===== src/afra_pkg.sv =====
// Shared types and constants of the atlas free-rectangle allocator.
package afra_pkg;

   localparam int SIZE_W = 12;
   localparam int POS_W  = 11;
   localparam int STAT_W = 3;

   localparam logic [SIZE_W-1:0] PAGE_MAX = 12'd2048;

   localparam logic CMD_ALLOC = 1'b0;
   localparam logic CMD_CLEAR = 1'b1;

   localparam logic [STAT_W-1:0] STAT_PLACED  = 3'd0;
   localparam logic [STAT_W-1:0] STAT_ZERO    = 3'd1;
   localparam logic [STAT_W-1:0] STAT_OVER    = 3'd2;
   localparam logic [STAT_W-1:0] STAT_NOFIT   = 3'd3;
   localparam logic [STAT_W-1:0] STAT_FULL    = 3'd4;
   localparam logic [STAT_W-1:0] STAT_CLEARED = 3'd5;

   typedef enum logic [3:0] {
      ST_IDLE,
      ST_SCAN,
      ST_DRAIN,
      ST_DECIDE,
      ST_WAIT,
      ST_STRIP_R,
      ST_STRIP_B,
      ST_FIN,
      ST_RESP
   } afra_state_type;

   typedef struct packed {
      logic start;
      logic issue;
   } afra_scan_ctl_type;

   typedef struct packed {
      logic busy;
      logic found;
   } afra_scan_sts_type;

endpackage


===== src/afra_fit_unit.sv =====
// Shared fit test, area multiplier and best-area tracker used by the list scan.
module afra_fit_unit
   import afra_pkg::*;
#(
   parameter int MAX_FREE_RECTS = 256,
   parameter int COORD_BITS     = 12
) (
   input  logic                                clock,
   input  logic                                reset,
   input  afra_scan_ctl_type                   ctl,
   input  logic [$clog2(MAX_FREE_RECTS)-1:0]   issue_idx,
   input  logic [4*COORD_BITS-1:0]             rd_data,
   input  logic [SIZE_W-1:0]                   sprite_width,
   input  logic [SIZE_W-1:0]                   sprite_height,
   output afra_scan_sts_type                   sts,
   output logic [$clog2(MAX_FREE_RECTS)-1:0]   best_idx,
   output logic [4*COORD_BITS-1:0]             best_rect
);

   localparam int IDX_W  = $clog2(MAX_FREE_RECTS);
   localparam int RECT_W = 4 * COORD_BITS;
   localparam int AREA_W = 2 * COORD_BITS;
   localparam int CW     = (COORD_BITS > SIZE_W) ? COORD_BITS : SIZE_W;

   logic              v0_ff;
   logic [IDX_W-1:0]  idx0_ff;
   logic              va_ff;
   logic              fita_ff;
   logic [IDX_W-1:0]  idxa_ff;
   logic [RECT_W-1:0] recta_ff;
   logic [AREA_W-1:0] areaa_ff;
   logic              found_ff;
   logic              found_in;
   logic              take;
   logic [AREA_W-1:0] best_area_ff;
   logic [IDX_W-1:0]  best_idx_ff;
   logic [RECT_W-1:0] best_rect_ff;
   logic [COORD_BITS-1:0] rw;
   logic [COORD_BITS-1:0] rh;
   logic              fits;

   assign rw   = rd_data[2*COORD_BITS-1:COORD_BITS];
   assign rh   = rd_data[COORD_BITS-1:0];
   assign fits = (CW'(rw) >= CW'(sprite_width)) && (CW'(rh) >= CW'(sprite_height));

   // Stage a: fit test and area; stage b: keep the smallest, first index wins ties.
   assign take = va_ff && fita_ff && (!found_ff || areaa_ff < best_area_ff);

   always_comb begin
      found_in = found_ff;
      if (ctl.start) begin
         found_in = 1'b0;
      end else if (take) begin
         found_in = 1'b1;
      end
   end

   always_ff @(posedge clock) begin
      if (reset) begin
         v0_ff    <= 1'b0;
         va_ff    <= 1'b0;
         found_ff <= 1'b0;
      end else begin
         v0_ff    <= ctl.issue;
         va_ff    <= v0_ff;
         found_ff <= found_in;
      end
   end

   always_ff @(posedge clock) begin
      idx0_ff <= issue_idx;
      if (v0_ff) begin
         idxa_ff  <= idx0_ff;
         recta_ff <= rd_data;
         fita_ff  <= fits;
         areaa_ff <= AREA_W'(rw) * AREA_W'(rh);
      end
      if (take) begin
         best_area_ff <= areaa_ff;
         best_idx_ff  <= idxa_ff;
         best_rect_ff <= recta_ff;
      end
   end

   assign sts.busy  = v0_ff || va_ff;
   assign sts.found = found_ff;
   assign best_idx  = best_idx_ff;
   assign best_rect = best_rect_ff;

endmodule


===== config.mk =====
export PLATFORM = sky130hd
export DESIGN_NAME = afra_fit_unit
export DESIGN_NICKNAME = d
export VERILOG_FILES = /design/src/afra_pkg.sv /design/src/afra_fit_unit.sv
export SDC_FILE = /design/constraint.sdc
export NUM_CORES = 1
export LEC_CHECK = 0
export BUFFER_PORTS_ARGS = -buffer_cell sky130_fd_sc_hd__buf_2
export CAP_MARGIN = 10
export CORE_UTILIZATION = 64
export CTS_CLUSTER_SIZE = 20
export DETAILED_ROUTE_END_ITERATION = 7
export PLACE_DENSITY_LB_ADDON = 0.25
export SLEW_MARGIN = 20
export SYNTH_ARGS = -nofsm -noshare
export SYNTH_HDL_FRONTEND = slang
export SYNTH_SLANG_ARGS = --single-unit

===== constraint.sdc =====
create_clock -name clock -period 11.94 [get_ports clock]
set_input_delay 1.791 -clock clock [delete_from_list [all_inputs] [get_ports clock]]
set_output_delay 1.791 -clock clock [all_outputs]
set_load 0.03 [all_outputs]

==> flow_summary.yaml <==
status:
  outcome: "completed"
worst_hold_path:
  hold_start: "idx0_ff[5]$_DFF_P_"
  hp-class: "flop to flop"
logic_synthesis:
  synth_area_leaders: "edfxtp_1 (44%), fa_1 (18%), ha_1 (12%)"
  synth_top_area_share: 0.437
  ys.warnings.count: 0
  ys_ff_latch: 172
  ys_seq_area_frac: 0.457
  synth_largest_area_cell: "edfxtp_1"
  synth.distinct_cells: 49
  synthCells: 914
  synth_enable_flop_cells: 161
  syn_area_um2: 11100
  ys.flop_type: "edfxtp_1"
  async_flop_share: 0
  syn_area_per_cell_um2: 12.1
  syn_nets: 1207
sta:
  fin_ws_ns: 5.66
  setup_viol: 0
  relSlewSlack: 0.456
  skew_ns: 0.0172
  finalMaxSlewViolations: 0
  period_minus_slack_ns: 6.28
  tightestPinTransition_ns: 0.816
  hold_viol_final: 0
  fmax_mhz: 159
  rsz0062_at_grt: "false"
  holdWs_ns: 0.400
  setup_tns_ns: 0
  finalCritPeriodShare: 0.526
pwr:
  p_per_area_nw_per_um2: 206
  comb_power_share: 0.483
  power.total_mw: 2.59
  irDropWorstVdd_uv: 177
  p_int_mw: 1.56
  power_frac_seq: 0.307
  p_leak_nw: 5.85
  clockPowerShare: 0.210
  p_switching_mw: 1.02
  switching_share: 0.396
global_routing:
  grt_start_max_net_pins: 84
  track_usage: 0.259
  gr-total-overflow: 0
  grt_pass1_vias: 7341
  antenna_found_initial: 0
  grt_first_pass_wirelength_mm: 35.1
run:
  drv_cap: 0
layout:
  area_growth_pct: 13.7
  regArea_um2: 5060
  instances_no_fill: 1281
  multi_input_area_um2: 5210
  layout_commonest_cell: "inv_1"
  utilization: 0.752
  nets: 1341
  fin_area_um2: 12600
  final_cell_mix: "inv_1 (182), edfxtp_1 (161), buf_2 (141), ha_1 (109), fa_1 (100)"
  fillCellCount: 1067
  diodes: 0
  drive_gt1_frac: 0.172
placement:
  placed_cells: 1248
  dp_slack_ns: 5.23
  hpwl_mm: 16.0
  io_buffers: 141
  place.gp.congestion: 0.882
  post_dp_cell_area_um2: 11900
critical_path:
  crit_start: "rd_data[17]"
  cp-end-kind: "flop"
  crit_end: "areaa_ff[21]$_DFFE_PP_"
  worst-setup-path-type: "primary input to flop"
  crit_top_cell: "fa_1"
  crit_buf_inv: 4
  crit_fanout: 14
  r2r-start: "areaa_ff[1]$_DFFE_PP_"
  max_stage_delay_ns: 0.60
  arrival_ns: 6.46
  r2r_setup_slack_ns: 8.54
  rr_worst_depth: 7
  crit_chain: "buf_2, nand2_1, fa_1, fa_1, fa_1, inv_1, fa_1, inv_1, fa_1, inv_1, ha_1, nor4_1, nor4_4, nor2_1, mux2i_1, a221oi_2"
  critical_path.top_delay_family: "adder cells"
  r2r-end: "best_rect[15]$_DFFE_PP_"
  cp_data_required_time_ns: 12.12
  worst_path_max_delay_cell: "nor4_1"
  cp-start-kind: "primary input"
  cp.depth: 16
floorplan:
  fp-row-count: 47
  ios: 142
  start_util: 0.662
  die-area_um2: 17800
  die_h_um: 133
  die_x_um: 133
  coreArea_um2: 16700
clock_tree:
  cts_resized: 0
  cts_sinks: 172
  cts_setup_buffers: 0
  cts_tree: "yes"
  clock_tree.root_cell: "clkbuf_16"
  path_clk_slew_ns: 0.07
  htree_levels: 4
  cts_inserted_buffers: 17
  clk_path_buf_depth: 2
  ctsHoldBuffers: 0
  clock_latency_ns: 0.44
route:
  drt-pass1-iter-count: 5
  routedWlPerCell_um: 17.1
  postRouteAntennaNets: 0
  drt-vias-per-instance: 5.50
  first_iter_violations: 435
  drc: 0
  vias: 7041
  drt-total-wl_mm: 21.9
[power groups by stage]
| stage | clock network, mW | logic (mW) | registers, mW |
|---|---|---|---|
| 2_1_floorplan | 0 | 0.960 | 0.803 |
| 3_3_place_gp | 0 | 1.19 | 0.809 |
| 3_5_place_dp | 0 | 1.22 | 0.812 |
| 4_1_cts | 0.550 | 1.25 | 0.799 |
| 5_1_grt | 0.571 | 1.41 | 0.799 |
| 6_report | 0.544 | 1.25 | 0.794 |
[how the worst min path moves through the flow]
stage	end	slack (ns)	cells past startpoint
after global placement	idxa_ff[2]$_DFFE_PP_	0.39	0
after global routing	idxa_ff[5]$_DFFE_PP_	0.40	0
after CTS	idxa_ff[5]$_DFFE_PP_	0.40	0
after floorplan	idxa_ff[0]$_DFFE_PP_	0.39	0
after detailed placement	idxa_ff[5]$_DFFE_PP_	0.39	0
final	idxa_ff[5]$_DFFE_PP_	0.40	0
[synth_stat cells (all sizes together), types with 7 or more instances]
cell / number
and2: 64
ha: 109
a21o: 13
fa: 100
a21oi: 29
dfxtp: 11
clkbuf: 27
xnor2: 13
nand2: 98
o211ai: 7
nor2: 18
o21ai: 15
inv: 182
edfxtp: 161
[state kept, by name (all words and copies together), names as in the netlist]
register	flops
best_idx	8
found_ff	1
v0_ff	1
best_area_ff	24
idx0_ff	8
va_ff	1
idxa_ff	8
recta_ff	48
areaa_ff	24
fita_ff	1
best_rect	48
[layout make-up]
type | instances | share of cell area
Timing Repair Buffer | 143 | 0.0589
Sequential cell | 172 | 0.403
Tap cell | 220 | 0.0219
Multi-Input combinational cell | 532 | 0.415
Inverter | 182 | 0.0544
Clock buffer | 17 | 0.0339
Clock inverter | 15 | 0.0136
[metal layers]
layer,vias to the layer above,global-route usage,share of wire
li1,3259,-,-
met1,3472,0.324,0.39
met2,271,0.451,0.53
met3,39,0.0476,0.061
met4,0,0.0934,0.023
met5,-,0,0
[logic make-up (layout without fill, tap and decap cells)]
group / Yosys count / in the layout / synth area share
xor+xnor: 17 / 17 / 0.0135
simple gates: 214 / 214 / 0.0960
compound gates: 91 / 91 / 0.0560
flops: 172 / 172 / 0.457
fa+ha+maj: 209 / 209 / 0.305
buf+inv: 210 / 357 / 0.0717
mux: 1 / 1 / 0.000906
Note: power is estimated with default switching activity, not from simulation.
