`config.mk`:
```
export PLATFORM = sky130hd
export DESIGN_NAME = afra_seq
export DESIGN_NICKNAME = d
export VERILOG_FILES = /design/src/afra_pkg.sv /design/src/afra_seq.sv
export SDC_FILE = /design/constraint.sdc
export NUM_CORES = 1
export LEC_CHECK = 0
export ABC_AREA = 1
export BUFFER_PORTS_ARGS = -buffer_cell sky130_fd_sc_hd__buf_2
export CELL_PAD_IN_SITES_DETAIL_PLACEMENT = 2
export CELL_PAD_IN_SITES_GLOBAL_PLACEMENT = 2
export CORE_MARGIN = 2
export CORE_UTILIZATION = 26
export CTS_BUF_LIST = sky130_fd_sc_hd__clkbuf_8
export CTS_CLUSTER_SIZE = 20
export DETAILED_ROUTE_END_ITERATION = 7
export GPL_TIMING_DRIVEN = 0
export PLACE_DENSITY = 0.77
export SYNTH_ARGS = -nofsm -noshare
export SYNTH_HDL_FRONTEND = slang
export SYNTH_SLANG_ARGS = --single-unit
```
`constraint.sdc`:
```
create_clock -name clock -period 2.8 [get_ports clock]
set_input_delay 0.14 -clock clock [delete_from_list [all_inputs] [get_ports clock]]
set_output_delay 0.14 -clock clock [all_outputs]
set_load 0.02 [all_outputs]
```
`src/afra_pkg.sv`:
```
// Shared types and constants of the atlas free-rectangle allocator.
package afra_pkg;

   localparam int SIZE_W = 12;
   localparam int POS_W  = 11;
   localparam int STAT_W = 3;

   localparam logic [SIZE_W-1:0] PAGE_MAX = 12'd2048;

   localparam logic CMD_ALLOC = 1'b0;
   localparam logic CMD_CLEAR = 1'b1;

   localparam logic [STAT_W-1:0] STAT_PLACED  = 3'd0;
   localparam logic [STAT_W-1:0] STAT_ZERO    = 3'd1;
   localparam logic [STAT_W-1:0] STAT_OVER    = 3'd2;
   localparam logic [STAT_W-1:0] STAT_NOFIT   = 3'd3;
   localparam logic [STAT_W-1:0] STAT_FULL    = 3'd4;
   localparam logic [STAT_W-1:0] STAT_CLEARED = 3'd5;

   typedef enum logic [3:0] {
      ST_IDLE,
      ST_SCAN,
      ST_DRAIN,
      ST_DECIDE,
      ST_WAIT,
      ST_STRIP_R,
      ST_STRIP_B,
      ST_FIN,
      ST_RESP
   } afra_state_type;

   typedef struct packed {
      logic start;
      logic issue;
   } afra_scan_ctl_type;

   typedef struct packed {
      logic busy;
      logic found;
   } afra_scan_sts_type;

endpackage

```
`src/afra_seq.sv`:
```
// Sequencer: item decode, list scan, guillotine split writes and result register.
module afra_seq
   import afra_pkg::*;
#(
   parameter int MAX_FREE_RECTS = 256,
   parameter int COORD_BITS     = 12
) (
   input  logic                                clock,
   input  logic                                reset,
   input  logic                                req_valid,
   output logic                                req_ready,
   input  logic                                req_cmd,
   input  logic [SIZE_W-1:0]                   req_sprite_width,
   input  logic [SIZE_W-1:0]                   req_sprite_height,
   output logic                                rsp_valid,
   input  logic                                rsp_ready,
   output logic [STAT_W-1:0]                   rsp_status,
   output logic [POS_W-1:0]                    rsp_pos_x,
   output logic [POS_W-1:0]                    rsp_pos_y,
   input  logic                                cfg_clear,
   input  logic [SIZE_W-1:0]                   page_size,
   output logic                                page_clear,
   output afra_scan_ctl_type                   scan_ctl,
   output logic [$clog2(MAX_FREE_RECTS)-1:0]   scan_idx,
   output logic [SIZE_W-1:0]                   sprite_width,
   output logic [SIZE_W-1:0]                   sprite_height,
   input  afra_scan_sts_type                   scan_sts,
   input  logic [$clog2(MAX_FREE_RECTS)-1:0]   best_idx,
   input  logic [4*COORD_BITS-1:0]             best_rect,
   output logic                                rd_en,
   output logic [$clog2(MAX_FREE_RECTS)-1:0]   rd_addr,
   input  logic [4*COORD_BITS-1:0]             rd_data,
   output logic                                wr_en,
   output logic [$clog2(MAX_FREE_RECTS)-1:0]   wr_addr,
   output logic [4*COORD_BITS-1:0]             wr_data
);

   localparam int IDX_W = $clog2(MAX_FREE_RECTS);
   localparam int CNT_W = $clog2(MAX_FREE_RECTS + 1);
   localparam int CW    = (COORD_BITS > SIZE_W) ? COORD_BITS : SIZE_W;

   afra_state_type      state_ff, state_in;
   logic [CNT_W-1:0]    count_ff, count_in;
   logic [CNT_W-1:0]    c_ff, c_in;
   logic [IDX_W-1:0]    idx_ff, idx_in;
   logic [SIZE_W-1:0]   sw_ff, sw_in;
   logic [SIZE_W-1:0]   sh_ff, sh_in;
   logic [STAT_W-1:0]   stat_ff, stat_in;
   logic [POS_W-1:0]    px_ff, px_in;
   logic [POS_W-1:0]    py_ff, py_in;
   logic                rsp_valid_ff, rsp_valid_in;
   logic [STAT_W-1:0]   rsp_status_ff, rsp_status_in;
   logic [POS_W-1:0]    rsp_pos_x_ff, rsp_pos_x_in;
   logic [POS_W-1:0]    rsp_pos_y_ff, rsp_pos_y_in;

   logic [COORD_BITS-1:0] bx, by, bw, bh;
   logic [COORD_BITS-1:0] x_plus, y_plus, w_minus, h_minus, sw_c, sh_c;
   logic                  wdiff, hdiff;
   logic [IDX_W-1:0]      last_idx;

   assign bx = best_rect[4*COORD_BITS-1:3*COORD_BITS];
   assign by = best_rect[3*COORD_BITS-1:2*COORD_BITS];
   assign bw = best_rect[2*COORD_BITS-1:COORD_BITS];
   assign bh = best_rect[COORD_BITS-1:0];

   assign x_plus  = COORD_BITS'(CW'(bx) + CW'(sw_ff));
   assign y_plus  = COORD_BITS'(CW'(by) + CW'(sh_ff));
   assign w_minus = COORD_BITS'(CW'(bw) - CW'(sw_ff));
   assign h_minus = COORD_BITS'(CW'(bh) - CW'(sh_ff));
   assign sw_c    = COORD_BITS'(sw_ff);
   assign sh_c    = COORD_BITS'(sh_ff);
   assign wdiff   = CW'(bw) != CW'(sw_ff);
   assign hdiff   = CW'(bh) != CW'(sh_ff);
   assign last_idx = IDX_W'(count_ff - CNT_W'(1));

   always_comb begin
      state_in      = state_ff;
      count_in      = count_ff;
      c_in          = c_ff;
      idx_in        = idx_ff;
      sw_in         = sw_ff;
      sh_in         = sh_ff;
      stat_in       = stat_ff;
      px_in         = px_ff;
      py_in         = py_ff;
      rsp_valid_in  = rsp_valid_ff && !rsp_ready;
      rsp_status_in = rsp_status_ff;
      rsp_pos_x_in  = rsp_pos_x_ff;
      rsp_pos_y_in  = rsp_pos_y_ff;
      req_ready     = 1'b0;
      page_clear    = 1'b0;
      scan_ctl      = '0;
      rd_en         = 1'b0;
      rd_addr       = idx_ff;
      wr_en         = 1'b0;
      wr_addr       = best_idx;
      wr_data       = {x_plus, y_plus, w_minus, h_minus};

      unique case (state_ff)
         ST_IDLE: begin
            req_ready = 1'b1;
            if (req_valid) begin
               sw_in = req_sprite_width;
               sh_in = req_sprite_height;
               px_in = '0;
               py_in = '0;
               priority if (req_cmd == CMD_CLEAR) begin
                  page_clear = 1'b1;
                  count_in   = CNT_W'(1);
                  stat_in    = STAT_CLEARED;
                  state_in   = ST_RESP;
               end else if (req_sprite_width == '0 || req_sprite_height == '0) begin
                  stat_in  = STAT_ZERO;
                  state_in = ST_RESP;
               end else if (req_sprite_width > page_size || req_sprite_height > page_size) begin
                  stat_in  = STAT_OVER;
                  state_in = ST_RESP;
               end else if (count_ff == '0) begin
                  stat_in  = STAT_NOFIT;
                  state_in = ST_RESP;
               end else begin
                  scan_ctl.start = 1'b1;
                  idx_in         = '0;
                  state_in       = ST_SCAN;
               end
            end
         end
         ST_SCAN: begin
            rd_en          = 1'b1;
            scan_ctl.issue = 1'b1;
            if (idx_ff == last_idx) begin
               state_in = ST_DRAIN;
            end else begin
               idx_in = idx_ff + IDX_W'(1);
            end
         end
         ST_DRAIN: begin
            if (!scan_sts.busy) begin
               state_in = ST_DECIDE;
            end
         end
         ST_DECIDE: begin
            // A split on both sides grows the list by two entries.
            priority if (!scan_sts.found) begin
               stat_in  = STAT_NOFIT;
               state_in = ST_RESP;
            end else if (wdiff && hdiff && count_ff >= CNT_W'(MAX_FREE_RECTS - 1)) begin
               stat_in  = STAT_FULL;
               state_in = ST_RESP;
            end else if (wdiff && hdiff) begin
               // Corner remainder takes the chosen slot.
               wr_en    = 1'b1;
               c_in     = count_ff;
               state_in = ST_STRIP_R;
            end else begin
               // Fetch the last entry to move into the chosen slot.
               rd_en    = 1'b1;
               rd_addr  = last_idx;
               c_in     = count_ff - CNT_W'(1);
               state_in = ST_WAIT;
            end
         end
         ST_WAIT: begin
            wr_en   = 1'b1;
            wr_data = rd_data;
            priority if (wdiff) begin
               state_in = ST_STRIP_R;
            end else if (hdiff) begin
               state_in = ST_STRIP_B;
            end else begin
               state_in = ST_FIN;
            end
         end
         ST_STRIP_R: begin
            wr_en    = 1'b1;
            wr_addr  = IDX_W'(c_ff);
            wr_data  = {x_plus, by, w_minus, sh_c};
            c_in     = c_ff + CNT_W'(1);
            state_in = hdiff ? ST_STRIP_B : ST_FIN;
         end
         ST_STRIP_B: begin
            wr_en    = 1'b1;
            wr_addr  = IDX_W'(c_ff);
            wr_data  = {bx, y_plus, sw_c, h_minus};
            c_in     = c_ff + CNT_W'(1);
            state_in = ST_FIN;
         end
         ST_FIN: begin
            count_in = c_ff;
            stat_in  = STAT_PLACED;
            px_in    = POS_W'(bx);
            py_in    = POS_W'(by);
            state_in = ST_RESP;
         end
         ST_RESP: begin
            // Hold until the output register is free.
            if (!rsp_valid_ff || rsp_ready) begin
               rsp_valid_in  = 1'b1;
               rsp_status_in = stat_ff;
               rsp_pos_x_in  = px_ff;
               rsp_pos_y_in  = py_ff;
               state_in      = ST_IDLE;
            end
         end
         default: begin
            state_in = ST_IDLE;
         end
      endcase

      if (cfg_clear) begin
         count_in = CNT_W'(1);
      end
   end

   always_ff @(posedge clock) begin
      if (reset) begin
         state_ff     <= ST_IDLE;
         count_ff     <= CNT_W'(1);
         rsp_valid_ff <= 1'b0;
      end else begin
         state_ff     <= state_in;
         count_ff     <= count_in;
         rsp_valid_ff <= rsp_valid_in;
      end
   end

   always_ff @(posedge clock) begin
      c_ff          <= c_in;
      idx_ff        <= idx_in;
      sw_ff         <= sw_in;
      sh_ff         <= sh_in;
      stat_ff       <= stat_in;
      px_ff         <= px_in;
      py_ff         <= py_in;
      rsp_status_ff <= rsp_status_in;
      rsp_pos_x_ff  <= rsp_pos_x_in;
      rsp_pos_y_ff  <= rsp_pos_y_in;
   end

   assign scan_idx      = idx_ff;
   assign sprite_width  = sw_ff;
   assign sprite_height = sh_ff;
   assign rsp_valid     = rsp_valid_ff;
   assign rsp_status    = rsp_status_ff;
   assign rsp_pos_x     = rsp_pos_x_ff;
   assign rsp_pos_y     = rsp_pos_y_ff;

endmodule

```
==> metrics.md, run 1 <==
| Metric | Value |
|---|---|
| IO buf count | 275 |
| Setup crit end | wr_data[44] |
| Worst r2r path cells | 9 |
| Number of nets still failing antenna checks after routing | 0 |
| Yosys top cell by area | edfxtp_1 |
| CP Launch Type | flop |
| Largest net degree at the start of global routing | 26 |
| Status | finished, violations left |
| Crit path cell chain | ha_2 > fa_2 > nand3_2 > nand2_2 > nand2_2 > nand2_2 > a21oi_4 > o21ai_2 > nand2_1 > nand2_1 > o21bai_1 > buf_4 |
| Slew Limit Fails | 0 |
| Final setup violation count | 2 |
| Synth Register Bits | 105 |
| Maxcap violations | 0 |
| Cell count along the critical path | 12 |
| Final HPWL DP | 31110 um |
| Post-synth top flop | edfxtp_1 |
| H-tree lvl count | 3 |
| Vias per Instance | 5.029 |
| Synth Net Count | 1309 |
| Drt total wl | 41620 um |
| CP Data Arrival Time | 2.67 ns |
| Routing usage on met1 | 0.2819 |
| Die height | 182.3 um |
| Number of synthesized flops with an enable pin | 91 |
| Leakage power | 5.475 nW |
| Syn. warnings | 0 |
| TNS Setup | -0.01601 ns |
| Dpl cell area | 10190 um^2 |
| Grt met3 use | 0.04311 |
| Netlist cell types | 51 |
| Worst VDD drop | 0.3628 mV |
| CTS tree | built |
| Failing checks | setup timing |
| Syn_area_per_cell | 7.620 um^2 |
| Max-slew headroom | 0.2985 |
| Worst R2R Setup Slack | 0.28 ns |
| Hold Crit Class | in -> reg |
| Starting density of the core | 0.2627 |
| Worst Slack Setup Final | -0.008825 ns |
| DRT Pass-1 Iters | 5 |
| R2R Path Start | sprite_width[7] |
| RSZ-0062 raised after global routing | yes |
| WP data required | 2.66 ns |
| Clock Latency Late Sink | 0.40 ns |
| Post-route minimum period | 2.809 ns |
| Fmax | 356.0 MHz |
| Core area | 31470 um^2 |
| Slowest cell on crit path | edfxtp_1 |
| CP startpoint | sprite_width[0] |
| Synth area leaders | edfxtp_1 (33%), nand2_1 (12%), ha_1 (11%), inv_1 (7.1%), nor2_1 (4.7%) |
| Row cnt | 65 |
| Hold Vio Cnt, Final | 0 |
| Pwr Density | 563.5 nW/um^2 |
| Pre-CTS setup slack | -0.02745 ns |
| Die area | 33240 um^2 |
| DR WL/cell | 22.30 um |
| Top cell type's share of synthesized area | 0.3305 |
| Iter 0 DRT Violations | 501 |
| P&R area growth vs syn | 39.95% |
| Clock slew at reported path FFs | 0.12 ns |
| Grt peak-use layer | met2 |
| Filler cells | 3657 |
| Met2 usage | 0.4221 |
| Top Family by Delay on Critical Path | adder cells |
| Most used cell, CP | nand2_2 |
| Die Wd | 182.3 um |
| Cts bufs inserted | 9 |
| Mapped Area | 8268 um^2 |
| Residual DRC | 0 |
| WP buf/inv | 1 |
| Design Area, Final | 11570 um^2 |
| Fin crit share | 1.003 |
| Top-count cell post-synth | nand2_1 |
| Crit Path Category | reg -> out |
| Post-synth top cells | nand2_1 (267), inv_1 (157), nor2_1 (103) |
| Clock buffer depth | 2 |
| Max stage delay on crit path | 0.53 ns |
| Nets | 1672 |
| Routability cong. | 0.8639 |
| Worst slew pin tran | 1.050 ns |
| Multi-input logic area | 4984 um^2 |
| Gr usage total | 0.2370 |
| Ports | 276 |
| Synthesized instance count | 1085 |
| Asr flop ratio synth | 0 |
| Type of element capturing the critical path | output pin |
| Hold_sp | scan_sts[1] |
| Root Buffer | clkbuf_8 |
| Global-route wire length before repair | 59890 um |
| GRT Residual Overflow | 0 |
| Seq/Total Area, Yosys | 0.3644 |
| Vias in the first global route | 9978 |
| R2R Path End | c_ff[2] |
| Clock skew | 0.01437 ns |
| Initial antenna violation count | 13 |
| Share of layout cells above drive strength 1 | 0.3255 |
| FF+latch area | 3013 um^2 |
| Clock sinks | 105 |
| Worst-path fanout max | 4 |
| Via count | 9385 |
==> worst min-delay path by stage <==
| stage | to | slack [ns] | depth (start not counted) |
|---|---|---|---|
| 4_1_cts | sprite_height[9] | 0.003 | 1 |
| 3_5_place_dp | sprite_width[6] | 0.36 | 1 |
| 6_report | state_ff[1] | 0.02 | 3 |
| 3_3_place_gp | sprite_height[3] | 0.36 | 1 |
| 2_1_floorplan | rsp_valid | 0.21 | 1 |
| 5_1_grt | state_ff[1] | 0.05 | 3 |
==> placed cells by master (no fill, tap or decap), types with 6 or more instances in the layout <==
| master | instances |
|---|---|
| buf_2 | 260 |
| nand2_1 | 248 |
| inv_1 | 155 |
| nor2_1 | 99 |
| edfxtp_1 | 91 |
| nand3_1 | 67 |
| buf_4 | 62 |
| ha_1 | 53 |
| a21oi_1 | 51 |
| o21ai_0 | 43 |
| dlygate4sd3_1 | 26 |
| nand2_2 | 20 |
| o221ai_1 | 18 |
| xor2_1 | 15 |
| inv_2 | 14 |
| ha_4 | 14 |
| dfxtp_1 | 14 |
| o211ai_1 | 13 |
| nand4_1 | 12 |
| diode_2 | 11 |
| xnor2_1 | 11 |
| o21ai_1 | 11 |
| a21oi_2 | 11 |
| clkbuf_8 | 10 |
| nor3_1 | 9 |
| clkbuf_1 | 8 |
| o21bai_1 | 7 |
| nand3_2 | 7 |
| o21ai_2 | 7 |
| nor2_4 | 6 |
| o221ai_2 | 6 |
| nor2_2 | 6 |
==> cell type report <==
cell class | count | share of cell area
Tap cell | 402 | 0.04347
Antenna cell | 11 | 0.002379
Inverter | 170 | 0.05558
Sequential cell | 105 | 0.2604
Clock buffer | 10 | 0.01189
Clock inverter | 6 | 0.004109
Timing Repair Buffer | 352 | 0.1805
Multi-Input combinational cell | 789 | 0.4307
Buffer | 21 | 0.01103
==> state kept, by name, summed over array words and instances, names as in the netlist <==
| signal | flops |
|---|---|
| stat_ff | 3 |
| rsp_valid | 1 |
| rsp_pos_x | 11 |
| scan_idx | 8 |
| count_ff | 9 |
| px_ff | 11 |
| sprite_height | 12 |
| c_ff | 9 |
| state_ff | 4 |
| rsp_pos_y | 11 |
| sprite_width | 12 |
| rsp_status | 3 |
| py_ff | 11 |
==> kinds of logic (layout without fill, tap and decap cells) <==
logic type	count (synthesis)	after routing	share of synthesized area
buf+inv	191	559	0.09019
mux	1	1	0.001362
other cells	0	11	0
fa+ha+maj	76	76	0.1186
simple gates	493	493	0.2564
xor+xnor	26	26	0.02754
flops	105	105	0.3644
compound gates	193	193	0.1415
==> per-layer routing <==
layer | part of all wire | vias to the layer above
met3 | 0.046 | 75
met5 | 0.00070 | -
met4 | 0.036 | 4
met1 | 0.41 | 4646
met2 | 0.50 | 272
li1 | - | 4388
==> repair_timing <==
action / CTS / global route
hold endpoints to repair: 27 / 2
resized for setup: 51 / 80
pin swaps: 14 / 31
setup endpoints to repair: 40 / 54
hold buffers: 24 / 2
buffers inserted: 33 / 16
==> power breakdown <==
| part | leakage [nW] | switching (mW) | internal (mW) | total (mW) |
|---|---|---|---|---|
| Clock | 0.0990 | 0.636 | 0.361 | 0.998 |
| Sequential | 0.988 | 0.155 | 2.00 | 2.15 |
| Combinational | 4.39 | 2.14 | 1.22 | 3.37 |
==> through the flow <==
| stage | hold slack, ns | std cells | utilization | total power, mW |
|---|---|---|---|---|
| 2_1_floorplan | 0.2091 | 1085 | - | 3.873 |
| 3_3_place_gp | 0.3561 | 1762 | 0.3224 | 4.847 |
| 3_5_place_dp | 0.3558 | 1764 | 0.3239 | 4.993 |
| 4_1_cts | 0.002669 | 1837 | 0.3523 | 6.209 |
| 5_1_grt | 0.05155 | 1866 | 0.3676 | 6.836 |
| 6_report | 0.02333 | 1866 | 0.3676 | 6.520 |
==> worst reg2reg max path: cells and delay by family (launching register included) <==
family,cells,cell delay (ns)
fa+ha+maj,1,0.41
buf+inv,3,0.32
flops,1,0.41
simple gates,5,1.05
No activity file was read; power rests on OpenSTA's default activity.
==> run 2: changes to the inputs <==
--- a/config.mk
+++ b/config.mk
@@ -16,6 +16,7 @@
 export DETAILED_ROUTE_END_ITERATION = 7
 export GPL_TIMING_DRIVEN = 0
 export PLACE_DENSITY = 0.77
+export SKIP_CTS_REPAIR_TIMING = 1
 export SYNTH_ARGS = -nofsm -noshare
 export SYNTH_HDL_FRONTEND = slang
 export SYNTH_SLANG_ARGS = --single-unit
==> run 2 against run 1 <==
  * First-iteration DRC count is 23% lower
  * Routed wire length is 1.3% lower
  * Setup slack worse by 0.066 ns
  * Highest routed layer unchanged
  * The run still ends with setup timing left
  * Largest cell class unchanged
  * Via count is 0.94% lower
  * Total power is 1.0% lower
  * Final cell count is 0.27% lower
==> metrics.md, run 2 (same netlist as run 1, synthesis figures left out) <==
| Metric | Value |
|---|---|
| Status | finished, violations left |
| Failing checks | setup timing |
| Starting density of the core | 0.2627 |
| Max-slew headroom | 0.3087 |
| Initial antenna violation count | 11 |
| Residual DRC | 0 |
| Commonest non-fill, non-tap cell in the layout | buf_2 |
| Switching Share | 0.4500 |
| DRT Pass-1 Iters | 5 |
| Post-route minimum period | 2.875 ns |
| Worst slew pin tran | 1.035 ns |
| Fin crit share | 1.027 |
| Worst-path fanout max | 3 |
| Core area | 31470 um^2 |
| IO buf count | 275 |
| Sw power | 2.904 mW |
| Ports | 276 |
| Inst Count DP | 1764 |
| Dpl cell area | 10190 um^2 |
| Filler cells | 3652 |
| Die height | 182.3 um |
| Pwr Density | 559.4 nW/um^2 |
| R2R Path Start | sprite_width[1] |
| Number of nets still failing antenna checks after routing | 0 |
| Largest net degree at the start of global routing | 26 |
| Clock slew at reported path FFs | 0.12 ns |
| Hold Vio Cnt, Final | 0 |
| Global-route wire length before repair | 55590 um |
| Finished Layout Cells | 1861 |
| Crit Path Category | reg -> out |
| Leakage power | 5.474 nW |
| Die area | 33240 um^2 |
| WP data required | 2.66 ns |
| Clock group share of total power | 0.153 |
| Share of layout cells above drive strength 1 | 0.3175 |
| Final setup violation count | 4 |
| Met2 usage | 0.3905 |
| Clock sinks | 105 |
| Root Buffer | clkbuf_8 |
| Fmax | 347.8 MHz |
| GRT Residual Overflow | 0 |
| Iter 0 DRT Violations | 385 |
| Worst VDD drop | 0.3598 mV |
| Clock Latency Late Sink | 0.39 ns |
| Comb power frac | 0.512 |
| Die Wd | 182.3 um |
| Drt total wl | 41090 um |
| Maxcap violations | 0 |
| Grt met3 use | 0.04171 |
| Design Area, Final | 11540 um^2 |
| Vias per Instance | 4.996 |
| Clock skew | 0.01220 ns |
| DR WL/cell | 22.08 um |
| P_int | 3.550 mW |
| Type of element capturing the critical path | output pin |
| H-tree lvl count | 3 |
| Seq pwr share | 0.334 |
| Cts bufs inserted | 9 |
| Slew Limit Fails | 0 |
| P&R area growth vs syn | 39.56% |
| Pre-CTS setup slack | -0.02745 ns |
| Gr usage total | 0.2202 |
| CP Data Arrival Time | 2.73 ns |
| Clock buffer depth | 2 |
| CP startpoint | sprite_width[0] |
| RSZ-0062 raised after global routing | yes |
| Final HPWL DP | 31110 um |
| Grt peak-use layer | met2 |
| Vias in the first global route | 9430 |
| Row cnt | 65 |
| Commonest non-fill, non-tap cells in the layout | buf_2 (262), nand2_1 (253), inv_1 (155), nor2_1 (99), edfxtp_1 (91) |
| CP Launch Type | flop |
| Worst Slack Setup Final | -0.07492 ns |
| Via count | 9297 |
| Hold_sp | scan_sts[1] |
| Routing usage on met1 | 0.2705 |
| Nets | 1668 |
| Routability cong. | 0.8639 |
| CTS tree | built |
| Hold Crit Class | in -> reg |
[run 2: cell count changes in the layout (fill, tap and decap cells not counted), moves of 2 or more]
cell,change
a21oi_1,+3
a21oi_2,-2
buf_2,+2
buf_4,-9
buf_6,+2
ha_1,+2
ha_2,-3
nand2_1,+5
nand2_2,-5
nand3_1,-2
nand3_2,+2
o21ai_1,-2
o221ai_1,+3
o221ai_2,-3
[run 2: per-layer routing]
metal / up-vias / wire (um)
li1: 4378 / -
met1: 4564 / 17060
met2: 278 / 20690
met3: 73 / 1974
met4: 4 / 1333
met5: - / 27
[run 2: final cells by class]
| class | count | area, um^2 | share of cell area |
|---|---|---|---|
| antenna | 10 | 25.02 | 0.002169 |
| timing repair buffer | 348 | 2073 | 0.1797 |
| sequential | 105 | 3013 | 0.2611 |
| buffer | 21 | 127.6 | 0.01106 |
| multi-input combinational | 789 | 4969 | 0.4306 |
| inverter | 170 | 643.1 | 0.05574 |
| clock buffer | 10 | 137.6 | 0.01193 |
| clock inverter | 6 | 47.55 | 0.004121 |
| tap | 402 | 503.0 | 0.04359 |
[run 2: through the flow]
step | utilization | hold WS [ns] | TNS, ns | total power [mW]
after CTS | 0.3298 | -0.06807 | -5.285 | 5.975
after global placement | 0.3224 | 0.3561 | -25.11 | 4.847
final | 0.3666 | 0.02672 | -0.1570 | 6.455
after global routing | 0.3665 | 0.05055 | -1.586 | 6.796
after detailed placement | 0.3239 | 0.3558 | -0.2430 | 4.993
after floorplan | - | 0.2091 | 0 | 3.873
[run 2: path summary, 6_finish.rpt]
path                   end  slack, ns  cells past startpoint
min            state_ff[1]       0.03                      3
max            wr_data[22]      -0.07                     14
min reg2reg  rsp_pos_y[10]       0.43                      0
max reg2reg        c_ff[2]       0.26                      9
[run 2: power groups by stage]
stage,Sequential (mW),Clock (mW),Combinational [mW]
2_1_floorplan,2.32,0,1.56
3_3_place_gp,2.22,0,2.62
3_5_place_dp,2.23,0,2.76
4_1_cts,2.20,1.00,2.77
5_1_grt,2.18,1.05,3.57
6_report,2.16,0.989,3.31
[run 2: critical path, stage by stage, from the launching register on]
cell and delay, ns:
edfxtp_1 0.47, ha_2 0.24, inv_1 0.06, fa_2 0.36, nand2_1 0.13, nand2_2 0.11
nand2_1 0.10, nand3_2 0.08, nand2_2 0.10, a21oi_2 0.07, nor2_1 0.10, nand2_1 0.07
nand3_1 0.16, nand3_1 0.10, buf_4 0.17
==> run 3: changes to the inputs <==
--- a/config.mk
+++ b/config.mk
@@ -7,15 +7,13 @@
 export LEC_CHECK = 0
 export ABC_AREA = 1
 export BUFFER_PORTS_ARGS = -buffer_cell sky130_fd_sc_hd__buf_2
-export CELL_PAD_IN_SITES_DETAIL_PLACEMENT = 2
-export CELL_PAD_IN_SITES_GLOBAL_PLACEMENT = 2
 export CORE_MARGIN = 2
-export CORE_UTILIZATION = 26
+export CORE_UTILIZATION = 30
 export CTS_BUF_LIST = sky130_fd_sc_hd__clkbuf_8
 export CTS_CLUSTER_SIZE = 20
 export DETAILED_ROUTE_END_ITERATION = 7
 export GPL_TIMING_DRIVEN = 0
-export PLACE_DENSITY = 0.77
+export PLACE_DENSITY = 0.56
 export SKIP_CTS_REPAIR_TIMING = 1
 export SYNTH_ARGS = -nofsm -noshare
 export SYNTH_HDL_FRONTEND = slang
==> run 3 against run 2 <==
  * Cell area decreased by 1.6%
  * Highest routed layer unchanged
  * Routed wire length decreased by 23%
  * Critical path type unchanged
  * Final cell count decreased by 3.9%
  * Clock power decreased by 3.3%
  * Largest power group unchanged
  * The run still ends with setup timing left
  * Utilization increased by 5.4 points
  * Clock skew increased by 0.012 ns
  * Largest cell class unchanged
  * Register-to-register slack about the same
  * Setup slack improved by 0.071 ns
  * Combinational power decreased by 6%
  * Count of clock-buffer cells in the layout decreased by 1
==> metrics.md, run 3 (same netlist as run 1, synthesis figures left out) <==
| Metric | Value |
|---|---|
| Status | finished, violations left |
| Failing checks | setup timing |
| Largest net degree at the start of global routing | 22 |
| Gr usage total | 0.2088 |
| Hold Crit Class | in -> reg |
| Core area | 27030 um^2 |
| Worst slew pin tran | 0.8081 ns |
| Vias per Instance | 4.900 |
| Commonest non-fill, non-tap cell in the layout | buf_2 |
| Design Area, Final | 11360 um^2 |
| Die height | 170.0 um |
| Type of element capturing the critical path | output pin |
| Hold depth | 3 |
| Share of layout cells above drive strength 1 | 0.3130 |
| DR WL/cell | 17.68 um |
| Clock group share of total power | 0.154 |
| P_int | 3.524 mW |
| Clock sinks | 105 |
| Global-route wire length before repair | 45080 um |
| Worst VDD drop | 0.2001 mV |
| Worst Slack Setup Final | -0.003865 ns |
| RSZ-0062 raised after global routing | yes |
| Worst-path fanout max | 4 |
| Top Family by Delay on Critical Path | simple AND/OR/NAND/NOR gates |
| Number of nets still failing antenna checks after routing | 0 |
| P&R area growth vs syn | 37.36% |
| Fin crit share | 1.001 |
| Max stage delay on crit path | 0.48 ns |
| Hold Vio Cnt, Final | 0 |
| Multi-input logic area | 4941 um^2 |
| Crit Path Category | reg -> out |
| Initial antenna violation count | 5 |
| CP Data Arrival Time | 2.66 ns |
| Comb power frac | 0.503 |
| Dpl cell area | 10130 um^2 |
| Drt total wl | 31610 um |
| Routability cong. | 0.9597 |
| Sw power | 2.691 mW |
| Leakage power | 5.397 nW |
| R2R Path End | c_ff[1] |
| Post-route minimum period | 2.804 ns |
| Max-slew headroom | 0.4613 |
| R2R Path Start | sprite_width[4] |
| Iter 0 DRT Violations | 603 |
| Seq pwr share | 0.343 |
| Starting density of the core | 0.3059 |
| WP data required | 2.66 ns |
| Maxcap violations | 0 |
| Switching Share | 0.4330 |
| WP buf/inv | 2 |
| Row cnt | 60 |
| GRT Residual Overflow | 0 |
| WHS Endpoint | count_ff[0] |
| Crit path cell chain | buf_6 > ha_4 > fa_2 > nand3_2 > nand2_2 > nand2_2 > nand2_2 > a21oi_4 > or2_4 > nand3b_1 > nand3_2 > nand3_2 > buf_6 |
| DRT Pass-1 Iters | 5 |
| Fmax | 356.7 MHz |
| Nets | 1663 |
| Slowest cell on crit path | edfxtp_1 |
| Clock Latency Late Sink | 0.41 ns |
| Final core occ | 0.4202 |
| Cts bufs inserted | 9 |
| Clock skew | 0.02438 ns |
| Die area | 28900 um^2 |
| Clock buffer depth | 2 |
| Die Wd | 170.0 um |
| Vias in the first global route | 7690 |
| CP Launch Type | flop |
| Final setup violation count | 1 |
| Hold_sp | cfg_clear |
| Worst R2R Setup Slack | 0.26 ns |
| Residual DRC | 0 |
| Ports | 276 |
| Commonest non-fill, non-tap cells in the layout | buf_2 (270), nand2_1 (251), inv_1 (155), nor2_1 (100), edfxtp_1 (91) |
| Pwr Density | 547.2 nW/um^2 |
| IO buf count | 275 |
| Via count | 8761 |
| Pre-CTS setup slack | 0.03099 ns |
| H-tree lvl count | 3 |
| Filler cells | 2822 |
| FF+latch area | 3013 um^2 |
| Slew Limit Fails | 0 |
| CTS tree | built |
| Root Buffer | clkbuf_8 |
| Final HPWL DP | 25660 um |
| Worst r2r path cells | 9 |
| Clock slew at reported path FFs | 0.11 ns |
run 3: worst max path at each step:
stage | from | endpoint | cells past startpoint
2_1_floorplan | state_ff[3] | count_ff[2] | 10
3_3_place_gp | state_ff[3] | count_ff[6] | 10
3_5_place_dp | sprite_width[7] | c_ff[7] | 9
4_1_cts | sprite_width[7] | rd_addr[2] | 10
5_1_grt | sprite_height[0] | wr_data[32] | 13
6_report | sprite_height[0] | wr_data[32] | 13
run 3: power groups by stage:
stage | logic [mW] | clock network [mW] | registers, mW
3_5_place_dp | 2.67 | 0 | 2.20
2_1_floorplan | 1.56 | 0 | 2.32
3_3_place_gp | 2.61 | 0 | 2.22
4_1_cts | 2.68 | 0.983 | 2.17
6_report | 3.12 | 0.956 | 2.13
5_1_grt | 3.40 | 1.03 | 2.16
run 3: cell type report:
type	count	share of cell area
flip-flops and latches	105	0.2653
repair buffers	343	0.1776
plain buffers	21	0.01047
well taps	341	0.03757
clock buffers	9	0.01091
multi-input cells	789	0.4351
diodes	3	0.0006610
inverters	170	0.05663
clock inverters	7	0.005839
run 3: tightest hold or removal path, delay by kind of cell:
family,cells,cell delay [ns]
buffers and inverters,1,0.10
AOI/OAI and AO/OA,1,0.08
and+or+nand+nor,1,0.05
run 3: per-layer routing:
layer | global-route usage | wire length [um]
met5 | 0 | 27
met4 | 0.05983 | 817
met3 | 0.03907 | 2036
met2 | 0.3349 | 14560
met1 | 0.2871 | 14170
run 3: metrics by stage:
step                hold WS [ns]  power [mW]  setup TNS, ns  cells
global route             0.02465       6.584        -0.4598   1787
detailed placement        0.3580       4.872              0   1704
floorplan                 0.2091       3.873              0   1085
finish                  0.006015       6.215      -0.003865   1788
CTS                     -0.07712       5.828         -2.114   1720
global placement          0.3555       4.824         -11.54   1701
